--- config.mk ---
export PLATFORM = sky130hd
export DESIGN_NAME = sorted_unique_key_set_flat
export DESIGN_NICKNAME = d
export VERILOG_FILES = /design/src/suks_pkg.sv /design/src/suks_chan_if.sv /design/src/sorted_unique_key_set.sv /design/src/suks_cell.sv /design/src/flat_wrapper.sv
export SDC_FILE = /design/constraint.sdc
export NUM_CORES = 2
export LEC_CHECK = 0
export BUFFER_PORTS_ARGS = -buffer_cell sky130_fd_sc_hd__buf_2
export CAP_MARGIN = 20
export CORE_MARGIN = 2
export CORE_UTILIZATION = 35
export DETAILED_ROUTE_END_ITERATION = 8
export GPL_TIMING_DRIVEN = 0
export PLACE_DENSITY = 0.61
export SKIP_CTS_REPAIR_TIMING = 1
export SYNTH_ARGS = -nofsm -noshare
export SYNTH_HDL_FRONTEND = slang
export SYNTH_HIERARCHICAL = 1
export SYNTH_SLANG_ARGS = --single-unit
--- constraint.sdc ---
create_clock -name clock -period 5.35 [get_ports clock]
set_input_delay 0.8025 -clock clock [delete_from_list [all_inputs] [get_ports clock]]
set_output_delay 0.8025 -clock clock [all_outputs]
set_load 0.01 [all_outputs]
--- src/suks_pkg.sv ---
// shared types and constants for the sorted unique key set
`timescale 1ns / 1ps
`default_nettype none
package suks_pkg;

   localparam int KEY_W   = 32;
   localparam int FIELD_W = 5;

   typedef enum logic [1:0] {
      CMD_INSERT = 2'd0,
      CMD_DELETE = 2'd1,
      CMD_SEARCH = 2'd2,
      CMD_CLEAR  = 2'd3
   } cmd_type;

   typedef enum logic [1:0] {
      ST_DONE      = 2'd0,
      ST_DUPLICATE = 2'd1,
      ST_NOT_FOUND = 2'd2,
      ST_FULL      = 2'd3
   } status_type;

   typedef struct packed {
      cmd_type                   cmd;
      logic signed [KEY_W-1:0]   key;
   } req_type;

   typedef struct packed {
      status_type            status;
      logic [FIELD_W-1:0]    position;
      logic [FIELD_W-1:0]    count;
   } rsp_type;

   // per-cycle commands broadcast to every cell
   typedef struct packed {
      logic compare;
      logic shift_ins;
      logic shift_del;
   } cell_ctrl_type;

endpackage
`default_nettype wire

--- src/suks_chan_if.sv ---
// valid/ready channel carrying one word of a given payload type
`timescale 1ns / 1ps
`default_nettype none
interface suks_chan_if #(
   parameter type payload_type = logic
);
   logic        valid;
   logic        ready;
   payload_type payload;

   modport source (output valid, output payload, input ready);
   modport sink   (input valid, input payload, output ready);
endinterface
`default_nettype wire

--- src/sorted_unique_key_set.sv ---
// sorted unique key set: a chain of compare-and-shift cells
// one request word is accepted and compared in all cells in the next cycle (S_CMP);
// it is applied (shift, count update, result) in S_APPLY once the result register
// is free or being taken; the result word is registered at that commit, and a new
// request is taken only in idle or in the same cycle as the commit
// reset clears the key count, the controller and the result valid; keys are not reset
`timescale 1ns / 1ps
`default_nettype none
module sorted_unique_key_set #(
   parameter int CAPACITY = 16
) (
   input  wire logic  clock,
   input  wire logic  reset,
   suks_chan_if.sink   req_if,
   suks_chan_if.source rsp_if
);
   import suks_pkg::*;

   localparam int CW = $clog2(CAPACITY + 1);

   typedef enum logic [2:0] {
      S_IDLE  = 3'b001,
      S_CMP   = 3'b010,
      S_APPLY = 3'b100
   } state_type;

   state_type               state_ff, state_in;
   cmd_type                 cmd_ff;
   logic signed [KEY_W-1:0] key_ff;
   logic [CW-1:0]           count_ff, count_in;
   logic                    rsp_valid_ff, rsp_valid_in;
   rsp_type                 rsp_ff, rsp_in;

   cell_ctrl_type           ctrl;
   logic signed [KEY_W-1:0] cell_key [CAPACITY];
   logic [CAPACITY-1:0]     cell_lt;
   logic [CAPACITY-1:0]     cell_eq;

   logic                    accept;
   logic                    commit;
   logic                    hit;
   logic                    full;
   logic [CW-1:0]           pos;
   logic                    do_ins;
   logic                    do_del;

   assign commit       = (state_ff == S_APPLY) && (!rsp_valid_ff || rsp_if.ready);
   assign req_if.ready = (state_ff == S_IDLE) || commit;
   assign accept       = req_if.valid && req_if.ready;
   assign rsp_if.valid   = rsp_valid_ff;
   assign rsp_if.payload = rsp_ff;

   // the cells below the insertion point hold smaller keys, so the lt flags form a
   // prefix; the boundary is one-hot and encodes the position directly
   always_comb begin
      pos = '0;
      hit = 1'b0;
      for (int i = 0; i < CAPACITY; i++) begin
         if (!cell_lt[i] && (i == 0 || cell_lt[(i == 0) ? 0 : i - 1])) begin
            pos = pos | CW'(i);
            hit = hit | cell_eq[i];
         end
      end
      if (cell_lt[CAPACITY-1]) begin
         pos = CW'(CAPACITY);
      end
   end

   assign full   = (count_ff == CW'(CAPACITY));
   assign do_ins = commit && (cmd_ff == CMD_INSERT) && !hit && !full;
   assign do_del = commit && (cmd_ff == CMD_DELETE) && hit;

   always_comb begin
      ctrl.compare   = (state_ff == S_CMP);
      ctrl.shift_ins = do_ins;
      ctrl.shift_del = do_del;
   end

   for (genvar g = 0; g < CAPACITY; g++) begin : g_cell
      logic signed [KEY_W-1:0] left_key;
      logic signed [KEY_W-1:0] right_key;
      logic                    left_lt;

      if (g == 0) begin : g_first
         assign left_key = key_ff;
         assign left_lt  = 1'b1;
      end else begin : g_mid
         assign left_key = cell_key[g-1];
         assign left_lt  = cell_lt[g-1];
      end

      if (g == CAPACITY - 1) begin : g_last
         assign right_key = cell_key[g];
      end else begin : g_inner
         assign right_key = cell_key[g+1];
      end

      suks_cell u_cell (
         .clock     (clock),
         .reset     (reset),
         .ctrl      (ctrl),
         .valid     (count_ff > CW'(g)),
         .key_in    (key_ff),
         .left_key  (left_key),
         .left_lt   (left_lt),
         .right_key (right_key),
         .key_ff    (cell_key[g]),
         .lt_ff     (cell_lt[g]),
         .eq_ff     (cell_eq[g])
      );
   end

   always_comb begin
      count_in = count_ff;
      rsp_in   = rsp_ff;
      if (commit) begin
         unique case (cmd_ff)
            CMD_INSERT: begin
               if (hit) begin
                  rsp_in.status = ST_DUPLICATE;
               end else if (full) begin
                  rsp_in.status = ST_FULL;
               end else begin
                  rsp_in.status = ST_DONE;
                  count_in      = count_ff + CW'(1);
               end
            end
            CMD_DELETE: begin
               if (hit) begin
                  rsp_in.status = ST_DONE;
                  count_in      = count_ff - CW'(1);
               end else begin
                  rsp_in.status = ST_NOT_FOUND;
               end
            end
            CMD_SEARCH: begin
               rsp_in.status = hit ? ST_DONE : ST_NOT_FOUND;
            end
            CMD_CLEAR: begin
               rsp_in.status = ST_DONE;
               count_in      = '0;
            end
            default: begin
               rsp_in.status = ST_DONE;
            end
         endcase
         rsp_in.position = (cmd_ff == CMD_CLEAR) ? '0 : FIELD_W'(pos);
         rsp_in.count    = FIELD_W'(count_in);
      end
   end

   always_comb begin
      rsp_valid_in = rsp_valid_ff;
      if (commit) begin
         rsp_valid_in = 1'b1;
      end else if (rsp_if.ready) begin
         rsp_valid_in = 1'b0;
      end
   end

   always_comb begin
      state_in = state_ff;
      unique case (state_ff)
         S_IDLE:  if (accept) state_in = S_CMP;
         S_CMP:   state_in = S_APPLY;
         S_APPLY: if (commit) state_in = accept ? S_CMP : S_IDLE;
         default: state_in = S_IDLE;
      endcase
   end

   always_ff @(posedge clock) begin
      if (accept) begin
         cmd_ff <= req_if.payload.cmd;
         key_ff <= req_if.payload.key;
      end
      rsp_ff <= rsp_in;
   end

   always_ff @(posedge clock) begin
      if (reset) begin
         state_ff     <= S_IDLE;
         count_ff     <= '0;
         rsp_valid_ff <= 1'b0;
      end else begin
         state_ff     <= state_in;
         count_ff     <= count_in;
         rsp_valid_ff <= rsp_valid_in;
      end
   end

endmodule
`default_nettype wire

--- src/suks_cell.sv ---
// one cell of the sorted chain: holds a key and its compare flags
`timescale 1ns / 1ps
`default_nettype none
module suks_cell (
   input  wire logic                                   clock,
   input  wire logic                                   reset,
   input  wire suks_pkg::cell_ctrl_type                ctrl,
   input  wire logic                                   valid,
   input  wire logic signed [suks_pkg::KEY_W-1:0]      key_in,
   input  wire logic signed [suks_pkg::KEY_W-1:0]      left_key,
   input  wire logic                                   left_lt,
   input  wire logic signed [suks_pkg::KEY_W-1:0]      right_key,
   output logic signed [suks_pkg::KEY_W-1:0]           key_ff,
   output logic                                        lt_ff,
   output logic                                        eq_ff
);
   import suks_pkg::*;

   logic signed [KEY_W-1:0] key_in_next;
   logic                    lt_in;
   logic                    eq_in;

   always_comb begin
      key_in_next = key_ff;
      // cells at/past the point move right on insert, new key at boundary; left on delete
      if (ctrl.shift_ins && !lt_ff) begin
         key_in_next = left_lt ? key_in : left_key;
      end else if (ctrl.shift_del && !lt_ff) begin
         key_in_next = right_key;
      end
   end

   always_comb begin
      lt_in = lt_ff;
      eq_in = eq_ff;
      if (ctrl.compare) begin
         lt_in = valid && (key_ff < key_in);
         eq_in = valid && (key_ff == key_in);
      end
   end

   always_ff @(posedge clock) begin
      key_ff <= key_in_next;
   end

   always_ff @(posedge clock) begin
      if (reset) begin
         lt_ff <= 1'b0;
         eq_ff <= 1'b0;
      end else begin
         lt_ff <= lt_in;
         eq_ff <= eq_in;
      end
   end

endmodule
`default_nettype wire

--- src/flat_wrapper.sv ---
// flat-port wrapper written by rule: the top's interface ports become plain ports
module sorted_unique_key_set_flat import suks_pkg::*;
#(
   parameter int CAPACITY = 16
)
  (clock, reset, req_if_valid, req_if_payload, req_if_ready, rsp_if_valid, rsp_if_payload, rsp_if_ready);
  suks_chan_if #(.payload_type(req_type)) req_if_i ();
  suks_chan_if #(.payload_type(rsp_type)) rsp_if_i ();
  input  wire logic clock;
  input  wire logic reset;
  input wire logic [$bits(req_if_i.valid)-1:0] req_if_valid;
  input wire logic [$bits(req_if_i.payload)-1:0] req_if_payload;
  output wire logic [$bits(req_if_i.ready)-1:0] req_if_ready;
  output wire logic [$bits(rsp_if_i.valid)-1:0] rsp_if_valid;
  output wire logic [$bits(rsp_if_i.payload)-1:0] rsp_if_payload;
  input wire logic [$bits(rsp_if_i.ready)-1:0] rsp_if_ready;
  assign req_if_i.valid = req_if_valid;
  assign req_if_i.payload = req_if_payload;
  assign req_if_ready = req_if_i.ready;
  assign rsp_if_valid = rsp_if_i.valid;
  assign rsp_if_payload = rsp_if_i.payload;
  assign rsp_if_i.ready = rsp_if_ready;
  sorted_unique_key_set #(.CAPACITY(CAPACITY)) u_core (.clock(clock), .reset(reset), .req_if(req_if_i), .rsp_if(rsp_if_i));
endmodule
* After elaboration in Yosys (flattened, before gate mapping)
Cells that the tools add are included.
** Operators by class
- Magnitude comparators :: 32
- Multiplexer cells :: 91
- Reductions and logical operators :: 126
- Bitwise gates (word level) :: 15
- $add $sub $neg :: 2
- Equal/unequal tests :: 25
** Operators by type and width (count)
- $mux W32 :: 45
- $eq A32 B32 Y1 :: 16
- $lt A32 B32 Y1 :: 16
- $logic_and A1 B1 Y1 :: 85
- $gt A5 B4 Y1 const B :: 8
- $mux W4 :: 8
- $reduce_bool A2 Y1 :: 16
- $gt A5 B3 Y1 const B :: 4
- $mux W5 :: 4
- $logic_not A1 Y1 :: 19
- $mux W1 :: 19
- $mux W3 :: 6
- $or A1 B1 Y1 :: 15
- $pmux W5 S3 :: 1
- $mux W2 :: 6
- $gt A5 B1 Y1 const B :: 2
- $gt A5 B2 Y1 const B :: 2
- $pmux W3 S3 :: 1
- $pmux W2 S3 :: 1
- $add A5 B1 Y5 const B :: 1
- $eq A5 B5 Y1 const B :: 1
- $sub A5 B1 Y5 const B :: 1
- $eq A2 B2 Y1 const B :: 2
- $ne A2 B1 Y1 const B :: 2
- other kinds (8) :: 10
** Word-level totals
- Logic and storage cells :: 348
- Register bits :: 599

* Depth between registers and ports, before layout
- Depth in word-level cells :: 36
- Gate-level depth with buffers :: 11
- Depth with buffers taken out :: 9

* By module
Netlist, hierarchy kept.
** Modules (own cells, without submodules)
- suks_cell :: times used 16, area an instance 2499.9 µm², cells each 265
- sorted_unique_key_set :: times used 1, area an instance 2691.3 µm², cells each 241

* Worst setup path after synthesis
Ideal clock, no wire load.
- Kind :: input-to-reg
- Start point :: input rsp_if_ready
- End point :: register u_core/g_cell[0].u_cell/key_ff[0] (netlist name), enable pin
- Required time :: 4.929 ns
- Cell stages on the path :: 5
- Slack :: 1.101 ns
- Path buffers :: 0
- Setup time :: 0.421 ns
- Arrival :: 3.828 ns
- Cell sequence :: nor2b_1 > nor2_1 > and3_1 > nor2_1 > nor2_1
** RTL lines
- start, declared :: RTL line flat_wrapper.sv:16 : input wire logic [$bits(rsp_if_i.ready)-1:0] rsp_if_ready;
- end signal, assigned :: RTL line suks_cell.sv:43 : key_ff <= key_in_next;
- end, declared :: RTL line suks_cell.sv:13 : output logic signed [suks_pkg::KEY_W-1:0] key_ff,

==> results by group <==
Setup path
  • Crit Path Class: register to register
  • Crit path max fanout: 32
  • CP startpoint kind: register
  • R2R Setup Slk: 840 ps
  • Reg2reg start: u_core/g_cell[15].u_cell/lt_ff
  • Arr. time, crit path: 4750 ps
  • Crit path launch: u_core/g_cell[15].u_cell/lt_ff
  • CP required: 5580 ps
  • CP Capture Type: register

Clock network
  • Root Driver: clkbuf_16
  • Worst skew pair latency: 640 ps
  • Total number of H-tree levels: 3
  • CTS Buf Count: 72
  • Clk sinks: 599
  • Clock tree buffer depth: 3
  • Worst-path clk slew: 60 ps
  • TritonCTS clock tree: done

STA
  • Worst-Margin Slew: 944 ps
  • Pins Over Slew Limit: 0
  • Final Skew: 28.9 ps
  • # setup viols final: 0
  • Worst relative slew slack: 36.9%
  • Final TNS setup: 0 ps
  • Hold WS: 345 ps
  • Final hold viol count: 0
  • Tcrit/Tclk final: 84.4%
  • Peak Freq: 222 MHz
  • Unrepaired setup endpoints after global routing: false
  • Post-route minimum period: 4510 ps

Placement
  • GPL Wtd Cong: 0.867
  • Post-DP HPWL: 93.8 mm
  • Placed cell area: 0.0462 mm^2
  • Placed Cells incl. Taps: 6197
  • PortBufs: 51

Detailed routing
  • Met2 WL: 55.8 mm
  • Initial DRC Count: 2041
  • Top Metal Used: met4
  • Via count: 32700
  • DRT met1 WL: 50.3 mm
  • Antenna viol nets, final: 0
  • Metal3 WL: 4.51 mm
  • Routed vias/inst: 5.16
  • WL/cell: 18.0 um
  • Total Wirelength: 114 mm
  • DR pass1 iterations: 5
  • Drt drc: 0

Global routing
  • GRT Overall Usage: 17.8%
  • Largest net degree at the start of global routing: 47
  • Vias in the first global route: 32600
  • Initial antenna violation count: 4
  • Grt total ovfl: 0
  • First-pass GRT wire length: 178 mm

Final layout
  • P&R area growth vs syn: 13.3%
  • Design Area, Final: 0.0483 mm^2
  • Ratio of cells with drive above 1 in the final layout: 5.04%
  • Number of fill cells: 12000
  • Fin nets: 5206
  • Final Non-Filler Cells: 6328

Outcome
  • Outcome: finished, final reports clean

Logic synthesis
  • Seq/Total Area, Yosys: 41.2%
  • EDFF count, synth: 558
  • Area contributors post-synth: edfxtp_1 (39%), ha_1 (15%), mux2i_1 (12%)
  • Avg Inst Size Synth: 9.53 um^2
  • Synthesized flop and latch total: 599
  • Synth warnings: 6
  • Top cell type by total area after synthesis: edfxtp_1
  • Synthesized Nets: 5040
  • Top FF cell, synth: edfxtp_1
  • Syn Std Cell Area: 0.0427 mm^2
  • Async set-reset flop share out of synthesis: 0%
  • Unique masters post-synth: 51
  • Yosys top cell area share: 39.3%
  • Cells after synthesis: 4481

Job
  • Max Cap Viol: 0

Floorplanning
  • Initial Utilization: 35.2%
  • Core area: 0.121 mm^2
  • Die area: 0.125 mm^2
  • # rows: 128
  • Die span in x: 353 um
  • Die Span Y: 353 um
  • I/O pin cnt: 52

Worst hold path
  • Hold WC Path Type: primary input to register
  • Worst hold path startpoint: req_if_payload[24]

Pwr
  • VDD IR max: 242 uV
  • PwrDens: 223 mW/mm^2
  • Pleak: 19.8 nW
where the power goes:
part / leakage, nW / total [mW] / switching (mW) / internal (mW)
combinational: 13.4 / 0.938 / 0.548 / 0.389
clock: 1.06 / 4.70 / 2.00 / 2.70
sequential: 5.36 / 5.14 / 0.0633 / 5.08
worst max-delay path: stages (launching register included):
cell	delay, ps
dfxtp_1	560
nand3b_1	400
nand4_1	310
nor4_4	640
buf_2	350
and3_1	800
buf_8	250
nor2_1	90
nor2_4	700
per-stage QoR:
step	worst slack, ps	util [%]	total power [mW]
2_1_floorplan	1100	-	5.80
3_3_place_gp	-1070	37.1	6.04
3_5_place_dp	876	38.0	6.17
4_1_cts	862	39.8	10.9
5_1_grt	593	39.8	11.2
6_report	836	39.8	10.8
flip-flops by register name, indices dropped and copies added, names as in the netlist:
register / count
u_core/cmd_ff: 2
u_core/count_ff: 5
u_core/g_cell.left_key: 32
u_core/g_cell.u_cell/eq_ff: 16
u_core/g_cell.u_cell/key_ff: 512
u_core/g_cell.u_cell/lt_ff: 16
u_core/rsp_if.payload: 12
u_core/rsp_if.valid: 1
u_core/state_ff: 3
layer usage:
metal / track usage (%) / vias up
li1: - / 16400
met1: 22.3 / 15300
met2: 31.8 / 704
met3: 1.95 / 200
met4: 5.92 / 0
met5: 0 / -
synthesized netlist by cell type, drive strengths merged, types with 18 or more instances:
| library cell | n |
|---|---|
| nor2b | 32 |
| nand2b | 36 |
| nand3 | 36 |
| inv | 539 |
| or3 | 18 |
| edfxtp | 558 |
| ha | 521 |
| nor2 | 129 |
| mux2i | 516 |
| clkbuf | 136 |
| and2 | 20 |
| nor3b | 18 |
| buf | 49 |
| dfxtp | 41 |
| nor4 | 36 |
| o21ai | 597 |
| a21o | 32 |
| nand4 | 99 |
| a21oi | 204 |
| nand2 | 673 |
| o211ai | 32 |
final timing paths:
check,to,cells past startpoint
worst max-delay path,u_core/g_cell[0].u_cell/key_ff[25],8
worst min-delay path,u_core/g_cell[0].left_key[24],1
worst max register to register,u_core/g_cell[0].u_cell/key_ff[25],8
worst min register to register,u_core/g_cell[14].u_cell/eq_ff,2
cell usage in the layout (no fill, tap or decap), drive strengths merged, types with 4 or more instances in the layout:
master	synthesis	layout
ha	521	521
a221oi	16	16
nor2	129	129
nand3b	13	13
edfxtp	558	558
nand2	673	673
or3	18	18
a31o	16	16
dfxtp	41	41
nand4	99	99
o31ai	7	7
a21oi	204	204
a221o	16	16
nand3	36	36
mux2i	516	516
or4	16	16
and2	20	20
nand2b	36	36
nor3b	18	18
a22oi	16	16
o211ai	32	32
nor2b	32	32
a211oi	17	17
a31oi	17	17
buf	49	141
o21ai	597	597
clkinv	1	28
clkbuf	136	230
nor4	36	36
o21a	4	4
inv	539	542
a21o	32	32
layout make-up:
type	count	area, um^2	share of cell area [%]
Sequential cell	599	17600	36.4
Tap cell	1625	2030	4.21
Clock inverter	34	235	0.487
Multi-Input combinational cell	3157	22500	46.5
Antenna cell	2	5.00	0.0104
Clock buffer	94	1950	4.03
Inverter	540	2030	4.19
Timing Repair Buffer	92	1300	2.69
Buffer	185	716	1.48
logic make-up after synthesis:
kind of cell,after synthesis,synth area share [%]
DFF,599,41.2
AOI/OAI and AO/OA,983,13.0
and+or+nand+nor,1136,12.0
other,1,0.00878
muxes,516,12.1
buffers and inverters,725,6.42
adders and majority gates,521,15.3
(Power assumes the default switching activity.)
